**src/rtl/rqs_pkg.sv**
```systemverilog
// Shared types, constants and helper functions of the ring queue with search.
package rqs_pkg;

  localparam int DEPTH       = 64;
  localparam int PTR_W       = $clog2(DEPTH);
  localparam int CNT_W       = $clog2(DEPTH + 1);
  localparam int DATA_W      = 32;
  localparam int CAP_W       = 7;
  localparam int FUNC_W      = 3;
  localparam int STATUS_W    = 2;

  // Result word layout, lowest bit first: data, slot, count, is_empty, is_full.
  localparam int OUT_DATA_LSB  = 0;
  localparam int OUT_SLOT_LSB  = OUT_DATA_LSB + DATA_W;
  localparam int OUT_COUNT_LSB = OUT_SLOT_LSB + PTR_W;
  localparam int OUT_EMPTY_BIT = OUT_COUNT_LSB + CNT_W;
  localparam int OUT_FULL_BIT  = OUT_EMPTY_BIT + 1;
  localparam int OUT_RAW_W     = OUT_FULL_BIT + 1;
  localparam int OUT_TDATA_W   = ((OUT_RAW_W + 7) / 8) * 8;

  typedef enum logic [FUNC_W-1:0] {
    FN_ENQ  = 3'd0,
    FN_DEQ  = 3'd1,
    FN_PEEK = 3'd2,
    FN_SRCH = 3'd3,
    FN_CLR  = 3'd4
  } func_t;

  typedef enum logic [STATUS_W-1:0] {
    ST_OK       = 2'd0,
    ST_FULL     = 2'd1,
    ST_EMPTY    = 2'd2,
    ST_NOTFOUND = 2'd3
  } status_t;

  typedef enum logic [1:0] {
    SQ_IDLE,
    SQ_READ,
    SQ_SCAN
  } seq_state_t;

  typedef struct packed {
    logic              wr_en;
    logic [PTR_W-1:0]  wr_addr;
    logic [DATA_W-1:0] wr_data;
    logic              rd_en;
    logic [PTR_W-1:0]  rd_addr;
  } mem_req_t;

  typedef struct packed {
    status_t           status;
    logic [DATA_W-1:0] data;
    logic [PTR_W-1:0]  slot;
    logic [CNT_W-1:0]  count;
    logic              is_empty;
    logic              is_full;
  } res_t;

  // A capacity of zero behaves as one, anything above the store size as the store size.
  function automatic logic [CNT_W-1:0] cap_eff(input logic [CAP_W-1:0] cap);
    logic [CNT_W-1:0] r;
    if (cap == '0) begin
      r = CNT_W'(1);
    end else if (int'(cap) > DEPTH) begin
      r = CNT_W'(DEPTH);
    end else begin
      r = CNT_W'(cap);
    end
    return r;
  endfunction

  function automatic logic [PTR_W-1:0] advance(input logic [PTR_W-1:0] p,
                                               input logic [CNT_W-1:0] cap);
    logic [CNT_W-1:0] n;
    n = CNT_W'(p) + CNT_W'(1);
    return (n >= cap) ? '0 : n[PTR_W-1:0];
  endfunction

endpackage

```
**src/rtl/rqs_mem.sv**
```systemverilog
// Word store of the queue: one write port and one registered read port.
module rqs_mem
  import rqs_pkg::*;
(
  input  logic              clk,
  input  mem_req_t          req,
  output logic [DATA_W-1:0] rd_data
);

  logic [DATA_W-1:0] mem [DEPTH];

  always_ff @(posedge clk) begin
    if (req.wr_en) begin
      mem[req.wr_addr] <= req.wr_data;
    end
  end

  // Read data holds its value between reads.
  always_ff @(posedge clk) begin
    if (req.rd_en) begin
      rd_data <= mem[req.rd_addr];
    end
  end

endmodule

```
**src/rtl/rqs_ctrl.sv**
```systemverilog
// Sequencer with pointers, count and the shared word comparator of the search.
module rqs_ctrl
  import rqs_pkg::*;
(
  input  logic              clk,
  input  logic              rst_n,
  input  logic              cfg_wr_en,
  input  logic [CAP_W-1:0]  cfg_wr_data,
  input  logic              in_valid,
  output logic              in_ready,
  input  logic [FUNC_W-1:0] in_func,
  input  logic [DATA_W-1:0] in_value,
  input  logic              out_free,
  output mem_req_t          mem_req,
  input  logic [DATA_W-1:0] rd_data,
  output logic              res_load,
  output res_t              res
);

  seq_state_t        state_r, state_nxt;
  logic [CAP_W-1:0]  cap_r, cap_nxt;
  logic [PTR_W-1:0]  head_r, head_nxt;
  logic [PTR_W-1:0]  tail_r, tail_nxt;
  logic [CNT_W-1:0]  held_r, held_nxt;
  logic [PTR_W-1:0]  cmp_idx_r, cmp_idx_nxt;
  logic [CNT_W-1:0]  remain_r, remain_nxt;
  logic [DATA_W-1:0] key_r, key_nxt;
  logic [CNT_W-1:0]  cap;
  logic              accept;
  logic              match;
  func_t             func;

  assign cap      = cap_eff(cap_r);
  assign in_ready = (state_r == SQ_IDLE) && out_free;
  assign accept   = in_valid && in_ready;
  assign func     = func_t'(in_func);
  assign match    = (rd_data == key_r);

  always_comb begin
    state_nxt = state_r;
    unique case (state_r)
      SQ_IDLE: begin
        if (accept) begin
          case (func) inside
            FN_DEQ, FN_PEEK: if (held_r != '0) state_nxt = SQ_READ;
            FN_SRCH:         if (held_r != '0) state_nxt = SQ_SCAN;
            default:         state_nxt = SQ_IDLE;
          endcase
        end
      end
      SQ_READ: state_nxt = SQ_IDLE;
      SQ_SCAN: begin
        if (match || remain_r == CNT_W'(1)) begin
          state_nxt = SQ_IDLE;
        end
      end
      default: state_nxt = SQ_IDLE;
    endcase
  end

  always_comb begin
    cap_nxt     = cap_r;
    head_nxt    = head_r;
    tail_nxt    = tail_r;
    held_nxt    = held_r;
    cmp_idx_nxt = cmp_idx_r;
    remain_nxt  = remain_r;
    key_nxt     = key_r;
    mem_req     = '0;
    res_load    = 1'b0;
    res.status  = ST_OK;
    res.data    = '0;
    res.slot    = '0;

    unique case (state_r)
      SQ_IDLE: begin
        if (accept) begin
          case (func) inside
            FN_ENQ: begin
              res_load = 1'b1;
              if (held_r >= cap) begin
                res.status = ST_FULL;
              end else begin
                mem_req.wr_en   = 1'b1;
                mem_req.wr_addr = tail_r;
                mem_req.wr_data = in_value;
                tail_nxt        = advance(tail_r, cap);
                held_nxt        = held_r + CNT_W'(1);
              end
            end
            FN_DEQ, FN_PEEK: begin
              if (held_r == '0) begin
                res_load   = 1'b1;
                res.status = ST_EMPTY;
              end else begin
                mem_req.rd_en   = 1'b1;
                mem_req.rd_addr = head_r;
                if (func == FN_DEQ) begin
                  head_nxt = advance(head_r, cap);
                  held_nxt = held_r - CNT_W'(1);
                end
              end
            end
            FN_SRCH: begin
              if (held_r == '0) begin
                res_load   = 1'b1;
                res.status = ST_NOTFOUND;
              end else begin
                mem_req.rd_en   = 1'b1;
                mem_req.rd_addr = head_r;
                cmp_idx_nxt     = head_r;
                remain_nxt      = held_r;
                key_nxt         = in_value;
              end
            end
            FN_CLR: begin
              res_load = 1'b1;
              head_nxt = '0;
              tail_nxt = '0;
              held_nxt = '0;
            end
            default: res_load = 1'b1;
          endcase
        end
      end
      SQ_READ: begin
        res_load = 1'b1;
        res.data = rd_data;
      end
      SQ_SCAN: begin
        // One stored word is compared per cycle while the next read is issued.
        if (match) begin
          res_load = 1'b1;
          res.slot = cmp_idx_r;
        end else if (remain_r == CNT_W'(1)) begin
          res_load   = 1'b1;
          res.status = ST_NOTFOUND;
        end else begin
          mem_req.rd_en   = 1'b1;
          mem_req.rd_addr = advance(cmp_idx_r, cap);
          cmp_idx_nxt     = advance(cmp_idx_r, cap);
          remain_nxt      = remain_r - CNT_W'(1);
        end
      end
      default: res_load = 1'b0;
    endcase

    if (cfg_wr_en) begin
      cap_nxt  = cfg_wr_data;
      head_nxt = '0;
      tail_nxt = '0;
      held_nxt = '0;
    end

    res.count    = held_nxt;
    res.is_empty = (held_nxt == '0);
    res.is_full  = (held_nxt == cap);
  end

  always_ff @(posedge clk) begin
    if (!rst_n) begin
      state_r <= SQ_IDLE;
      cap_r   <= CAP_W'(DEPTH);
      head_r  <= '0;
      tail_r  <= '0;
      held_r  <= '0;
    end else begin
      state_r <= state_nxt;
      cap_r   <= cap_nxt;
      head_r  <= head_nxt;
      tail_r  <= tail_nxt;
      held_r  <= held_nxt;
    end
  end

  always_ff @(posedge clk) begin
    cmp_idx_r <= cmp_idx_nxt;
    remain_r  <= remain_nxt;
    key_r     <= key_nxt;
  end

endmodule

```
**src/rtl/ring_queue_with_search_unit.sv**
```systemverilog
// Top level of the ring queue with search: sequencer, word store and result register.
//
//   channel  direction  handshake           payload
//   in_      slave      in_tvalid/tready    tuser = func, tdata = value
//   out_     master     out_tvalid/tready   tuser = status, tdata = data..is_full
//   cfg_     write      cfg_wr_en           cfg_wr_data = capacity
//
// Enqueue, clear, and requests refused as full or empty load the result from the idle
// state; dequeue and peek pass through SQ_READ, since the store's read port is registered.
// A search compares the entries in turn from the head in SQ_SCAN, up to count of them,
// paced by the single comparator behind the store's read port; it stops at a match.
// Reset is synchronous; the store needs no clearing pass, so requests are taken at once.
// A result waiting on out_tready holds its register and blocks the next request.
module ring_queue_with_search_unit
  import rqs_pkg::*;
(
  input  logic                   clk,
  input  logic                   rst_n,
  input  logic                   cfg_wr_en,
  input  logic [CAP_W-1:0]       cfg_wr_data,
  input  logic                   in_tvalid,
  output logic                   in_tready,
  input  logic [DATA_W-1:0]      in_tdata,   // value
  input  logic [FUNC_W-1:0]      in_tuser,   // func
  output logic                   out_tvalid,
  input  logic                   out_tready,
  output logic [OUT_TDATA_W-1:0] out_tdata,  // data, slot, count, is_empty, is_full, zero pad
  output logic [STATUS_W-1:0]    out_tuser   // status
);

  mem_req_t          mem_req;
  logic [DATA_W-1:0] rd_data;
  logic              res_load;
  res_t              res;
  res_t              out_res_r;
  logic              out_valid_r;
  logic              out_free;

  assign out_free = !out_valid_r || out_tready;

  rqs_ctrl u_ctrl (
    .clk         (clk),
    .rst_n       (rst_n),
    .cfg_wr_en   (cfg_wr_en),
    .cfg_wr_data (cfg_wr_data),
    .in_valid    (in_tvalid),
    .in_ready    (in_tready),
    .in_func     (in_tuser),
    .in_value    (in_tdata),
    .out_free    (out_free),
    .mem_req     (mem_req),
    .rd_data     (rd_data),
    .res_load    (res_load),
    .res         (res)
  );

  rqs_mem u_mem (
    .clk     (clk),
    .req     (mem_req),
    .rd_data (rd_data)
  );

  always_ff @(posedge clk) begin
    if (!rst_n) begin
      out_valid_r <= 1'b0;
    end else if (res_load) begin
      out_valid_r <= 1'b1;
    end else if (out_tready) begin
      out_valid_r <= 1'b0;
    end
  end

  always_ff @(posedge clk) begin
    if (res_load) begin
      out_res_r <= res;
    end
  end

  assign out_tvalid = out_valid_r;
  assign out_tuser  = out_res_r.status;

  always_comb begin
    out_tdata = '0;
    out_tdata[OUT_SLOT_LSB-1:OUT_DATA_LSB]   = out_res_r.data;
    out_tdata[OUT_COUNT_LSB-1:OUT_SLOT_LSB]  = out_res_r.slot;
    out_tdata[OUT_EMPTY_BIT-1:OUT_COUNT_LSB] = out_res_r.count;
    out_tdata[OUT_EMPTY_BIT]                 = out_res_r.is_empty;
    out_tdata[OUT_FULL_BIT]                  = out_res_r.is_full;
  end

endmodule

```
**config.mk**
```make
export PLATFORM = sky130hd
export DESIGN_NAME = ring_queue_with_search_unit
export DESIGN_NICKNAME = d
export VERILOG_FILES = /design/src/rtl/rqs_pkg.sv /design/src/rtl/rqs_mem.sv /design/src/rtl/rqs_ctrl.sv /design/src/rtl/ring_queue_with_search_unit.sv
export SDC_FILE = /design/constraint.sdc
export NUM_CORES = 2
export LEC_CHECK = 0
export BUFFER_PORTS_ARGS = -buffer_cell sky130_fd_sc_hd__buf_2
export CORE_MARGIN = 2
export CORE_UTILIZATION = 57
export CTS_CLUSTER_SIZE = 12
export DETAILED_ROUTE_END_ITERATION = 10
export MAX_ROUTING_LAYER = met4
export PLACE_DENSITY = 0.73
export REMOVE_ABC_BUFFERS = 1
export SLEW_MARGIN = 0
export SYNTH_ARGS = -nofsm -noshare
export SYNTH_HDL_FRONTEND = slang
export SYNTH_SLANG_ARGS = --single-unit
```
**constraint.sdc**
```tcl
create_clock -name clk -period 5.6 [get_ports clk]
set_input_delay 0.28 -clock clk [delete_from_list [all_inputs] [get_ports clk]]
set_output_delay 0.28 -clock clk [all_outputs]
set_load 0.02 [all_outputs]
```
==> results of run 1 <==
## kinds of logic after synthesis
kind of cell / synth area share (%)
and+or+nand+nor: 17.4
DFF: 75.5
buffers and inverters: 2.42
AOI/OAI and AO/OA: 3.20
xor gates and xnor gates: 0.572
muxes: 0.436
adders and majority gates: 0.467
other: 0.00430
## repair_timing
action                                  4_1_cts  5_1_grt
setup buffers                                 0        2
endpoints found under the setup margin        0        2
hold buffers                                 56        0
resized for setup                             0        2
endpoints found under the hold margin        61        0
## Yosys cell counts (7+ instances only)
| cell | number | area share, % |
|---|---|---|
| a21o_1 | 17 | 0.15 |
| a21oi_1 | 22 | 0.13 |
| a22oi_1 | 9 | 0.077 |
| a31oi_1 | 260 | 1.9 |
| a32oi_1 | 31 | 0.31 |
| and2_1 | 72 | 0.52 |
| and3_1 | 8 | 0.057 |
| and4_1 | 34 | 0.34 |
| buf_2 | 279 | 1.6 |
| buf_4 | 9 | 0.077 |
| buf_6 | 15 | 0.19 |
| clkbuf_1 | 106 | 0.46 |
| dfxtp_1 | 29 | 0.67 |
| edfxtp_1 | 2174 | 75 |
| ha_1 | 31 | 0.44 |
| inv_1 | 17 | 0.073 |
| mux2i_1 | 38 | 0.44 |
| nand2_1 | 2035 | 8.8 |
| nand2b_1 | 10 | 0.072 |
| nand3_1 | 882 | 5.1 |
| nand3b_1 | 7 | 0.060 |
| nand4_1 | 233 | 1.7 |
| nor2_1 | 117 | 0.50 |
| nor2b_1 | 13 | 0.093 |
| nor3_1 | 9 | 0.052 |
| nor4_1 | 13 | 0.093 |
| o21a_1 | 7 | 0.060 |
| o21ai_0 | 23 | 0.13 |
| xnor2_1 | 13 | 0.13 |
| xor2_1 | 44 | 0.44 |
## per-stage QoR
step / hold WS [ns] / instance area (um^2) / TNS, ns
4_1_cts: 0.00348 / 98200 / 0
3_5_place_dp: 0.490 / 91700 / 0
3_3_place_gp: 0.490 / 91700 / 0
2_1_floorplan: 0.379 / 85200 / -521.61
5_1_grt: 0.0727 / 98300 / 0
## per-layer routing
metal,global-route usage [%]
met1,43.8
met2,50.0
met3,7.74
met4,12.7
met5,-
==> out/qor.csv, run 1 <==
stage,metric,value,unit
place,dp_slack,0.252,ns
floorplanning,start_util,57.4,%
run_status,status,aborted with a tool error,
yosys,synth-main-ff-cell,edfxtp_1,
floorplanning,rows,143,
run_status,error,[ERROR DRT-0255] Maze Route cannot find path of net out_tdata[37] in worker of routeBox ( 386400 144900 ) ( 395305 193200 ).,
floorplanning,fp.dieH,395,um
clock_tree,cts_num_sinks,2203,
yosys,seq_area_frac_synth,75.5,%
global_routing,grt-ovfl-total,0,
place,dp_hpwl,140,mm
run_status,haltStage,detailed routing,
clock_tree,clk_path_buf_depth,3,
yosys,syn_avg_cell_area,13.2,um^2
global_routing,grt_max_degree,174,
place,dp.cells,8594,
clock_tree,cts-root-buf,clkbuf_16,
global_routing,antenna_found_initial,19,
clock_tree,cts_buffers,212,
floorplanning,die_w,395,um
timing,postGrtWorstEndpoint,u_mem.rd_data[6]$_DFFE_PP_/D,
yosys,ys_async_sr_fraction,0,%
global_routing,track_usage,33.0,%
yosys,synthCells,6624,
global_routing,grt_pass1_wl,367,mm
yosys,ys_seq_elements,2203,
place,io_buffers,97,
floorplanning,ios,99,
clock_tree,htreeDepth,4,
yosys,yosysUniqueCellTypes,69,
timing,worst-ep-kind,sequential cell input,
yosys,synth_warnings,0,
place,gp_congestion,0.899,
global_routing,first_global_vias,55500,
yosys,synth_enable_flop_cells,2174,
yosys,synth_area,87300,um^2
==> inputs of run 2 (changes only) <==
--- a/config.mk
+++ b/config.mk
@@ -7,11 +7,9 @@
 export LEC_CHECK = 0
 export BUFFER_PORTS_ARGS = -buffer_cell sky130_fd_sc_hd__buf_2
 export CORE_MARGIN = 2
-export CORE_UTILIZATION = 57
-export CTS_CLUSTER_SIZE = 12
+export CORE_UTILIZATION = 40
 export DETAILED_ROUTE_END_ITERATION = 10
-export MAX_ROUTING_LAYER = met4
-export PLACE_DENSITY = 0.73
+export PLACE_DENSITY_LB_ADDON = 0.15
 export REMOVE_ABC_BUFFERS = 1
 export SLEW_MARGIN = 0
 export SYNTH_ARGS = -nofsm -noshare
==> run 2 against run 1 <==
- synthesized area is the same
- the run now ends clean
- global-route usage decreased by 7.5 points
- synthesized cell count is the same
==> out/qor.csv, run 2 <==
stage,metric,value,unit,change
route,vias,56800,,
clock_tree,clk_path_buf_depth,3,,unchanged
global_routing,grt_max_degree,95,,-45%
run,cap_violations,0,,
run_status,status,finished clean,,
global_routing,grt-ovfl-total,0,,unchanged
layout,mostFrequentLayoutCell,edfxtp_1,,
setup_path,slowest_delay,0.55,ns,
yosys,yosysUniqueCellTypes,69,,unchanged
timing,clock.fmax,0.194,GHz,
clock_tree,htreeDepth,4,,unchanged
yosys,synth_most_common_cell,edfxtp_1,,
setup_path,reg2reg_depth,15,,
floorplanning,die-area,222000,um^2,
global_routing,grt_pass1_wl,407,mm,+11%
yosys,synthDominantCellAreaShare,74.8,%,unchanged
setup_path,worstPathCellList,ha_1 -> xnor2_1 -> inv_1 -> ha_1 -> a221oi_1 -> o31a_1 -> nand2_2 -> o32ai_4 -> buf_12 -> buf_12 -> buf_4 -> a32oi_1 -> nand3_1 -> nand3_1 -> and4_1,,
layout,layout_common_cells,"edfxtp_1, nand2_1, nand3_1",,
route,met1Wirelength,122,mm,
timing,final-hold-violation-count,0,,
layout,regMostFlops,u_mem.mem,,
yosys,synth_warnings,0,,unchanged
clock_tree,cts_num_sinks,2203,,unchanged
yosys,synth_enable_flop_cells,2174,,unchanged
pwr,p_per_area,321,nW/um^2,
route,dr_wl_met3,22.8,mm,
place,dp_slack,0.551,ns,+0.299 ns
clock_tree,postCtsSetupBuffers,0,,unchanged
yosys,seq_area_frac_synth,75.5,%,unchanged
route,drt-pass1-iter-count,6,,
timing,finalSetupViolCount,0,,
setup_path,cp_max_fo,38,,
setup_path,required,6.21,ns,
place,io_buffers,97,,unchanged
setup_path,crit_family,compound AO/OA/AOI/OAI gates,,
timing,rsz0062_at_grt,false,,
timing,period_share,92.2,%,
global_routing,track_usage,25.5,%,-7.5 points
timing,tightest_slew,1.04,ns,
place,dp_hpwl,160,mm,+15%
timing,slew_violations,0,,
setup_path,cp-start-kind,flop,,
layout,num-nets-final,7001,,
clock_tree,cts_buffers,224,,+5.7%
global_routing,first_global_vias,53800,,-3.0%
clock_tree,cts_tree,built,,
floorplanning,rows,171,,+20%
timing,fin_crit,5.17,ns,
setup_path,critical_path_class,flop to flop,,
route,routed.top_layer,met5,,
setup_path,cp.buffers_inverters,4,,
route,vias_per_cell,5.70,,
floorplanning,die_w,471,um,+19%
setup_path,arrival,5.78,ns,
yosys,synth_area,87300,um^2,unchanged
worst_hold_path,worstHoldPathType,input port to flop,,
global_routing,antenna_found_initial,18,,-1
layout,final_core_util,46.8,%,
route,wl_met2,135,mm,
clock_tree,clk_latency,0.89,ns,
route,ant_nets,0,,
yosys,ys_async_sr_fraction,0,%,unchanged
layout,drive_gt1_share,11.7,%,
yosys,synth-main-ff-cell,edfxtp_1,,
floorplanning,ios,99,,unchanged
clock_tree,cts.clk_slew.worst_paths,0.06,ns,
pwr,leakage,0.0347,uW,
layout,largest_register_ffs,2048,,
route,drc_errors,0,,
setup_path,slowest_stage,edfxtp_1,,
pwr,ir_drop,0.000400,V,
yosys,syn_avg_cell_area,13.2,um^2,unchanged
timing,skew,0.0374,ns,
yosys,synthCells,6624,,unchanged
yosys,ys_seq_elements,2203,,unchanged
yosys,synth_area_leaders,"edfxtp_1, nand2_1, nand3_1, a31oi_1, nand4_1",,
timing,slew_headroom,30.8,%,
pwr,p_total,32500,uW,
timing,fin_ws,0.435,ns,
floorplanning,fp.coreArea,217000,um^2,
floorplanning,fp.dieH,471,um,+19%
setup_path,cp-end-kind,flop,,
place,gp_congestion,0.858,,-4.6%
worst_hold_path,hold_path_depth,2,,
floorplanning,start_util,40.2,%,-17 points
yosys,synth_common_cells,"edfxtp_1, nand2_1, nand3_1",,
route,wl,288,mm,
yosys,synth_top_area_cell,edfxtp_1,,
route,drt_iter0_drc,6923,,
route,routedWlPerCell,28.9,um,
layout,area_growth,16.2,%,
setup_path,path_depth,15,,
clock_tree,cts-root-buf,clkbuf_16,,
timing,holdWs,0.0937,ns,
run 2: cell counts after synthesis:
No cell type changed its count.
run 2: area by class of cell:
| cell class | count | area [um^2] |
|---|---|---|
| fillers | 19200 | 116000 |
| flip-flops and latches | 2203 | 65900 |
| multi-input cells | 3991 | 20000 |
| clock buffers | 286 | 5880 |
| repair buffers | 486 | 5310 |
| well taps | 2854 | 3570 |
| clock inverters | 112 | 763 |
| inverters | 17 | 63.8 |
| diodes | 6 | 15.0 |
run 2: per-layer routing:
layer / track usage (%) / up-vias
li1: - / 24900
met1: 36.0 / 29000
met2: 40.6 / 2438
met3: 4.27 / 360
met4: 7.60 / 6
met5: 0 / -
run 2: where the power goes:
group,total [uW],internal [uW],leakage (uW),switching (uW)
clock,13800,7520,0.00323,6310
combinational,648,190,0.00786,458
sequential,18000,18000,0.0236,44.5
total,32500,25700,0.0347,6810
run 2: repair_timing:
action | in CTS | in global routing
resized for setup | 0 | 0
endpoints found under the hold margin | 103 | 0
hold buffers | 56 | 0
run 2: per-stage QoR:
stage | setup TNS (ns) | area [um^2] | std cells
floorplan | -521.61 | 85200 | 6211
global placement | 0 | 94200 | 9495
detailed placement | 0 | 94200 | 9495
CTS | 0 | 101000 | 9949
global route | 0 | 101000 | 9950
finish | 0 | 101000 | 9955
run 2: path summary, 6_finish.rpt:
kind	from	end	slack (ns)
worst max-delay path	u_ctrl.cmp_idx_r[0]	u_mem.rd_data[12]	0.43
worst min register to register	u_mem.rd_data[18]	out_tdata[18]	0.61
worst max register to register	u_ctrl.cmp_idx_r[0]	u_mem.rd_data[12]	0.43
worst min-delay path	cfg_wr_en	out_tdata[38]	0.09
run 2: cell families (layout without fill, tap and decap cells):
family / count (synthesis) / count (layout) / synth area share (%)
compound gates: 412 / 412 / 3.20
simple gates: 3450 / 3450 / 17.4
buf+inv: 430 / 901 / 2.42
flops: 2203 / 2203 / 75.5
mux: 38 / 38 / 0.436
other cells: 1 / 7 / 0.00430
xor+xnor: 57 / 57 / 0.572
fa+ha+maj: 33 / 33 / 0.467
run 2: worst register-to-register path, delay by kind of cell, from the launching register on:
kind                     cells  cell delay [ns]
AND/OR/NAND/NOR              4             1.06
AO/OA/AOI/OAI                4             1.16
XOR/XNOR                     1             0.55
adder cells (fa/ha/maj)      2             0.63
flip-flops                   1             0.55
buffers and inverters        4             0.95
Power figures use the tool's default switching activity.
